==> src/hdl/cmf_pkg.sv <==
// ---------------------------------------------------------------------------
// cmf_pkg
// types, constants and helpers of the checked message fifo
// ---------------------------------------------------------------------------
package cmf_pkg;

  localparam int DEPTH_DEF             = 16;
  localparam int MAX_PAYLOAD_BYTES_DEF = 128;

  localparam int HOST_W     = 8;
  localparam int LEN_W      = 8;
  localparam int WORD_W     = 64;
  localparam int CAP_W      = 5;
  localparam int OCC_W      = 5;
  localparam int CFG_IDX_W  = 2;
  localparam int CFG_DATA_W = 8;
  localparam int WC_W       = 6;
  localparam int CMP_W      = 16;

  typedef enum logic [2:0] {
    ST_OK       = 3'd0,
    ST_BAD_REQ  = 3'd1,
    ST_BAD_HDR  = 3'd2,
    ST_TOO_LONG = 3'd3,
    ST_FULL     = 3'd4,
    ST_EMPTY    = 3'd5
  } status_t;

  typedef enum logic {
    KIND_PUSH = 1'b0,
    KIND_POP  = 1'b1
  } kind_t;

  typedef enum logic [CFG_IDX_W-1:0] {
    CFG_PRODUCER = 2'd0,
    CFG_CONSUMER = 2'd1,
    CFG_CAPACITY = 2'd2
  } cfg_idx_t;

  typedef enum logic [2:0] {
    S_IDLE,
    S_COPY,
    S_RESP,
    S_POP_HDR,
    S_POP_WR
  } state_t;

  typedef struct packed {
    logic [LEN_W-1:0]  len;
    logic [HOST_W-1:0] dst;
    logic [HOST_W-1:0] src;
    logic [7:0]        mk;
  } hdr_t;

  // words a message of len bytes occupies, at least one
  function automatic logic [WC_W-1:0] word_count(input logic [LEN_W-1:0] len);
    logic [LEN_W:0] sum;
    sum = {1'b0, len} + (LEN_W + 1)'(7);
    if (len == '0) begin
      return WC_W'(1);
    end
    return WC_W'(sum >> 3);
  endfunction

  // zero the bytes at or beyond len
  function automatic logic [WORD_W-1:0] mask_word(input logic [WORD_W-1:0] word,
                                                   input logic [CMP_W-1:0]  byte_base,
                                                   input logic [LEN_W-1:0]  len);
    logic [WORD_W-1:0] m;
    m = word;
    for (int b = 0; b < 8; b++) begin
      if (byte_base + CMP_W'(b) >= CMP_W'(len)) begin
        m[8*b +: 8] = 8'h00;
      end
    end
    return m;
  endfunction

endpackage

==> src/hdl/cmf_check.sv <==
// ---------------------------------------------------------------------------
// cmf_check
// ordered admission checks on the final beat of a push
// ---------------------------------------------------------------------------
module cmf_check import cmf_pkg::*; #(
  parameter  int MAX_BYTES = MAX_PAYLOAD_BYTES_DEF,
  localparam int MAX_WORDS = (MAX_BYTES + 7) / 8,
  localparam int SC_W      = $clog2(MAX_WORDS + 1)
) (
  input  hdr_t              hdr,
  input  logic [HOST_W-1:0] requester,
  input  logic [HOST_W-1:0] producer,
  input  logic [HOST_W-1:0] consumer,
  input  logic [SC_W-1:0]   beats,
  input  logic              overflow,
  input  logic              full,
  output status_t           status
);

  logic [WC_W-1:0] need;
  logic            count_bad;
  logic            hdr_bad;
  logic            too_long;

  always_comb begin
    need = word_count(hdr.len);
    // with dropped beats the count only matches a claim that also overflows
    if (overflow) begin
      count_bad = CMP_W'(need) <= CMP_W'(MAX_WORDS);
    end else begin
      count_bad = CMP_W'(beats) != CMP_W'(need);
    end
    hdr_bad  = (hdr.mk == '0) || (hdr.src != producer) || (hdr.dst != consumer) || count_bad;
    too_long = (CMP_W'(hdr.len) > CMP_W'(MAX_BYTES)) || overflow;

    if (requester != producer) begin
      status = ST_BAD_REQ;
    end else if (hdr_bad) begin
      status = ST_BAD_HDR;
    end else if (too_long) begin
      status = ST_TOO_LONG;
    end else if (full) begin
      status = ST_FULL;
    end else begin
      status = ST_OK;
    end
  end

endmodule

==> config.mk <==
export PLATFORM = sky130hd
export DESIGN_NAME = cmf_check
export DESIGN_NICKNAME = d
export VERILOG_FILES = /design/src/hdl/cmf_pkg.sv /design/src/hdl/cmf_check.sv
export SDC_FILE = /design/constraint.sdc
export NUM_CORES = 1
export LEC_CHECK = 0
export BUFFER_PORTS_ARGS = -buffer_cell sky130_fd_sc_hd__clkbuf_2
export CORE_AREA = 4 4 47 49
export DETAILED_ROUTE_END_ITERATION = 16
export DIE_AREA = 0 0 51 53
export PLACE_DENSITY_LB_ADDON = 0.1
export SLEW_MARGIN = 25
export SYNTH_ARGS = -nofsm -noshare
export SYNTH_HDL_FRONTEND = slang
export SYNTH_SLANG_ARGS = --single-unit
==> constraint.sdc <==
create_clock -name vclk -period 1.3
set_input_delay 0.065 -clock vclk [all_inputs]
set_output_delay 0.065 -clock vclk [all_outputs]
set_load 0.01 [all_outputs]
Yosys cells after proc, flatten, opt, wreduce, memory -nomap -nowiden
Cells that the tools add are included.
{"block": "classes", "order_cmp": 2, "n_addsub": 1, "muxes": 8, "n_reduce_logical": 6, "n_eq_ne": 4}
{"operator": "!= test 8 bit", "count": 3}
{"operator": "zero test 8 bit", "count": 2}
{"operator": "2-to-1 mux 3 bit", "count": 4}
{"operator": "2-to-1 mux 6 bit", "count": 2}
{"operator": "adder 8 x 3 -> 9 bit (second input constant)", "count": 1}
{"operator": "greater-than comparator 8 bit (second input constant)", "count": 1}
{"operator": "less-or-equal comparator 6 x 5 -> 1 bit (second input constant)", "count": 1}
{"operator": "!= test 5 x 6 -> 1 bit", "count": 1}
{"operator": "logical OR 1 bit", "count": 4}
{"operator": "2-to-1 mux 1 bit", "count": 2}
{"block": "word_totals", "out_inout_bits": 3, "reg_bits": 0, "elab_cells": 21, "in_bits": 63}

Longest topological paths before layout
Gate-level depths: netlist of the first run.
{"block": "depth", "depth_word": 8, "mapped_depth": 6, "depth_no_buf": 6}

Worst setup path after synthesis of the first run
No wires, ideal clock.
{"block": "synth_path", "path_kind": "in2out", "start": "in hdr[25] in the netlist's numbering", "end": "out status[0]", "path_slack_ns": -0.189, "cell_stages": 6, "path_buffers": 0, "arrival_time_ns": 1.424, "required_time_ns": 1.235, "cell_sequence": "or4_4 nor2_1 nor2_1 xor2_1 o31a_1 o31ai_2"}
{"block": "synth_via", "elab_chain_len": 8, "word_cells_on_any_way": 13, "cone_classes": "1 x add/sub; 2 x order compare; 1 x eq/ne; 6 x mux; 3 x reduce/logical"}
{"element": "from (decl)", "line": "cmf_check.sv:10", "text": "input hdr_t hdr,"}
{"element": "parallel branches: the longest is 6 deep, another holds adder 8 x 3 -> 9 bit"}
{"element": "2-to-1 mux 3 bit *", "line": "cmf_check.sv:38", "text": "end else if (hdr_bad) begin"}
{"element": "2-to-1 mux 3 bit *", "line": "cmf_check.sv:36", "text": "if (requester != producer) begin"}
{"element": "to (decl)", "line": "cmf_check.sv:17", "text": "output status_t status"}
Every way passes the cells marked *.

Final worst setup path of the first run
Ends and elaborated chain as after synthesis.

==> results of run 1 <==
## tightest hold or removal path, delay by kind of cell
| family | cells | cell delay, ns |
|---|---|---|
| buffers and inverters | 2 | 0.20 |
| AND/OR/NAND/NOR | 1 | 0.17 |
## power by group through the flow
stage	clock network (uW)	logic (uW)	registers (uW)
floorplan	0	124	0
global placement	0	294	0
detailed placement	0	299	0
CTS	0	308	0
global route	0	345	0
finish	0	310	0
## kinds of logic after synthesis
kind of cell	synth area share
xor gates and xnor gates	0.447
and+or+nand+nor	0.279
muxes	0.0567
buffers and inverters	0.0142
AOI/OAI and AO/OA	0.203
## final timing paths
| path | depth (start not counted) | to |
|---|---|---|
| min | 3 | status[2] |
| max | 8 | status[0] |
## repair_timing
action	4_1_cts	5_1_grt
gates resized for setup	1	3
hold buffers	0	0
buffers inserted	2	0
pin swaps	1	1
setup endpoints to repair	3	3
## cell type report
type,count,area [um2]
fillers,199,805
multi-input cells,68,544
repair buffers,84,472
well taps,27,33.8
inverters,2,7.51
## per-layer routing
layer | up-vias | GRT usage | part of all wire
li1 | 431 | - | -
met1 | 349 | 0.153 | 0.37
met2 | 42 | 0.264 | 0.51
met3 | 0 | 0.0169 | 0.12
met4 | 0 | 0 | 0
met5 | - | 0 | 0
## through the flow
step                      hold slack, ns  std cells  worst slack, ns
after floorplan                    0.260         70           -0.170
after global routing               0.521        181           -0.498
after detailed placement           0.502        179           -0.419
after global placement             0.499        179           -0.388
final                              0.502        181           -0.397
after CTS                          0.502        181           -0.416
## placed cells by master, fill, tap and decap left out, types with 2 or more instances in the layout
cell	instances
a21boi_1	2
buf_4	18
clkbuf_2	64
inv_1	2
mux2i_1	3
nand2_1	2
nand4_1	5
nor2_1	5
nor3_1	2
nor4_1	4
xnor2_1	21
xor2_1	6
==> impl_metrics.toml, run 1 <==
[global_routing]
grt_pass1_wl_mm = 2.91
antenna_found_initial = 0
grt_max_degree = 8
overflow = 0
track_usage = 0.131
grt_pass1_vias = 772

[route]
drt_iter0_drc = 0
via_per_inst = 4.54
ant_nets = 0
drc = 0
vias = 822
drtPass1Iterations = 1
post_drt_wl_per_cell_um = 9.85
wirelength_mm = 1.78

[yosys]
ys_top_cells_by_area = "xnor2_1, xor2_1, nand4_1"
synthesis.area_um2 = 529
yosysUniqueCellTypes = 27
yosysSeqAreaShare = 0
syn-num-nets = 133
yosys-top-cells-count = "xnor2_1, xor2_1, nand4_1, nor2_1, nor4_1"
yosys.area.top_type = "xnor2_1"
yosys_warnings = 0
postSynthCellCount = 70
synth.top_cell.area_share = 0.348
synth.most_common_cell = "xnor2_1"
synth_area_per_cell_um2 = 7.56

[sta]
setup_viol = 3
hold_viol = 0
fin_crit_sh = 1.31
grt_setup_unrepaired = "yes"
slew_headroom = 0.833
drv_slew = 0
fin_crit_ns = 1.70
max_freq_ghz = 0.589
setup_tns_ns = -1.01
worst_pin_slew_ns = 0.249
fin_ws_ns = -0.397

[power_and_ir_drop]
internal_power_uw = 189
power.density_nw_per_um2 = 294
p_total_uw = 310
clkPwrFrac = 0
leakage_uw = 0.000538
combPwrFrac = 1.000
netSwitchingFraction = 0.392
netSwitchingPower_uw = 122
p_seq_frac = 0
vdd_drop_max_mv = 0.147

[layout]
n_antenna_cell = 0
fin_nets = 219
seqCellArea_um2 = 0
seq_cells = 0
area_growth_pct = 99.8
fin_area_um2 = 1060
drive_gt1_frac = 0.591
nClkBuffers = 0
final_core_util = 0.568

[setup_path]
crit_slowest_cell = "o31a_4"
path_cells = "buf_6, o31a_4, xor2_1, mux2i_1, a21oi_2, o31a_1, o31ai_2, buf_2"
critPathLaunchType = "input pin"
cpPeakStageDelay_ns = 0.37
arrival_ns = 1.63
critPathMaxFanout = 5
crit_required_ns = 1.24
critPathCaptureType = "output pin"
critical_path.startpoint = "hdr[25]"
critPathBufInv = 2
critPathTopFamily = "compound AO/OA/AOI/OAI gates"
critical_path_class = "input pin to output pin"

[floorplan]
core_um2 = 1860
die_x_um = 51
dieArea_um2 = 2700
start_util = 0.284
ioPinCount = 66
rows = 16
die_y_um = 53

[flow_run]
cap_violations = 0

[min_path]
hold_path.class = "input pin to output pin"
hold_start = "full"

[placed_design]
dp_hpwl_mm = 1.64
portBuffers = 66
placed_area_um2 = 1020
globalplace.congestion = 0.788

[run_status]
violations = "negative setup slack"
status = "finished with violations"
No activity file was read; power rests on OpenSTA's default activity.
==> inputs of run 2 (changes only) <==
--- a/config.mk
+++ b/config.mk
@@ -14,3 +14,4 @@
 export SYNTH_ARGS = -nofsm -noshare
 export SYNTH_HDL_FRONTEND = slang
 export SYNTH_SLANG_ARGS = --single-unit
+export TNS_END_PERCENT = 50
==> run 2 against run 1 <==
Via count is 0.49% lower. Global-route usage stayed put. Worst setup slack worse by 0.00083 ns. Flip-flop and latch count stayed put. Critical path depth stayed put. The run still ends with negative setup slack left. Critical endpoint unchanged. Die area stayed put. Fmax hardly changed. Non-clock buffer count is 4 lower. Power is 3.8% lower. First-iteration DRC count is 2 higher.
==> impl_metrics.toml, run 2 (synthesis gave the netlist of run 1 again) <==
[min_path]
holdPathStages = 3
hold_path.class = "input pin to output pin"
holdPathEnd = "status[2]"
hold_start = "full"

[power_and_ir_drop]
internal_power_uw = 178
p_seq_frac = 0
netSwitchingFraction = 0.403
p_total_uw = 299
clkPwrFrac = 0
leakage_uw = 0.000511
combPwrFrac = 1.000
power.density_nw_per_um2 = 295
netSwitchingPower_uw = 120
vdd_drop_max_mv = 0.128

[setup_path]
critPathMaxFanout = 5
arrival_ns = 1.63
critical_path_class = "input pin to output pin"
crit_required_ns = 1.24
critical_path.startpoint = "hdr[25]"
critPathCaptureType = "output pin"
critPathLaunchType = "input pin"

[run_status]
status = "finished with violations"
violations = "negative setup slack"

[sta]
slew_headroom = 0.791
setup_viol = 3
fin_crit_sh = 1.31
worst_pin_slew_ns = 0.310
holdWs_ns = 0.460
hold_viol = 0
fin_ws_ns = -0.398
fin_crit_ns = 1.70
setup_tns_ns = -0.844
drv_slew = 0
max_freq_ghz = 0.589
grt_setup_unrepaired = "yes"

[global_routing]
overflow = 0
grt_max_degree = 7
grt_pass1_vias = 744
track_usage = 0.131
grt_pass1_wl_mm = 2.86
antenna_found_initial = 0

[floorplan]
start_util = 0.284
die_y_um = 53
core_um2 = 1860
rows = 16
dieArea_um2 = 2700
die_x_um = 51
ioPinCount = 66

[route]
wirelength_mm = 1.86
ant_nets = 0
drc = 0
drtPass1Iterations = 3
post_drt_wl_per_cell_um = 10.5
via_per_inst = 4.62
drt_iter0_drc = 2
vias = 818

[layout]
nClkBuffers = 0
final_common_cell = "clkbuf_2"
n_fill_cell = 206
seqCellArea_um2 = 0
n_antenna_cell = 0
multi_input_area_um2 = 534
drive_gt1_frac = 0.580
seq_cells = 0
fin_area_um2 = 1010
fin_nets = 215
area_growth_pct = 91.0
mostFrequentLayoutCells = "clkbuf_2, xnor2_1, buf_4"

[flow_run]
cap_violations = 0

[placed_design]
portBuffers = 66
placed_area_um2 = 1010
globalplace.congestion = 0.834
dp_hpwl_mm = 1.73

[clocking]
post_cts_buffers = 0
==> run 2: cell count changes in the layout (fill, tap and decap cells not counted) <==
cell	delta
a21oi_2	-1
nor3_1	-1
o41ai_2	+1
nor3_2	+1
clkbuf_2	+1
buf_6	-1
a21oi_1	+1
buf_4	-4
o41ai_4	-1
==> run 2: worst max path at each step <==
stage,cells after the start,endpoint
final,8,status[0]
after global routing,8,status[0]
after CTS,8,status[0]
after detailed placement,8,status[0]
after global placement,8,status[0]
after floorplan,6,status[0]
==> run 2: metal layers <==
metal,share of wire,GRT usage
met3,0.10,0.0197
met1,0.38,0.142
met4,0,0
met5,0,0
met2,0.51,0.277
==> run 2: power groups by stage <==
stage	Sequential (uW)	Clock [uW]	Combinational [uW]
2_1_floorplan	0	0	124
3_3_place_gp	0	0	290
3_5_place_dp	0	0	297
4_1_cts	0	0	299
5_1_grt	0	0	328
6_report	0	0	299
==> run 2: through the flow <==
step	setup WS, ns	utilization	std cells
floorplan	-0.170	-	70
global placement	-0.385	0.540	177
detailed placement	-0.396	0.540	177
CTS	-0.400	0.540	177
global route	-0.473	0.543	177
finish	-0.398	0.543	177
==> run 2: worst max-delay path, stage by stage <==
cell and delay, ns:
clkbuf_2 0.10, o31a_4 0.38, nand2_2 0.08, mux2i_1 0.07, a211o_1 0.29, o31a_1 0.30, o31ai_2 0.20, buf_2 0.16
==> run 2: area by class of cell <==
type	count	share of cell area
tap	27	0.0334
inverter	2	0.00743
multi-input combinational	68	0.528
timing repair buffer	80	0.431
==> run 2: repair_timing <==
item	CTS	global route
hold buffers	0	0
resized for setup	0	2
endpoints found under the setup margin	3	3
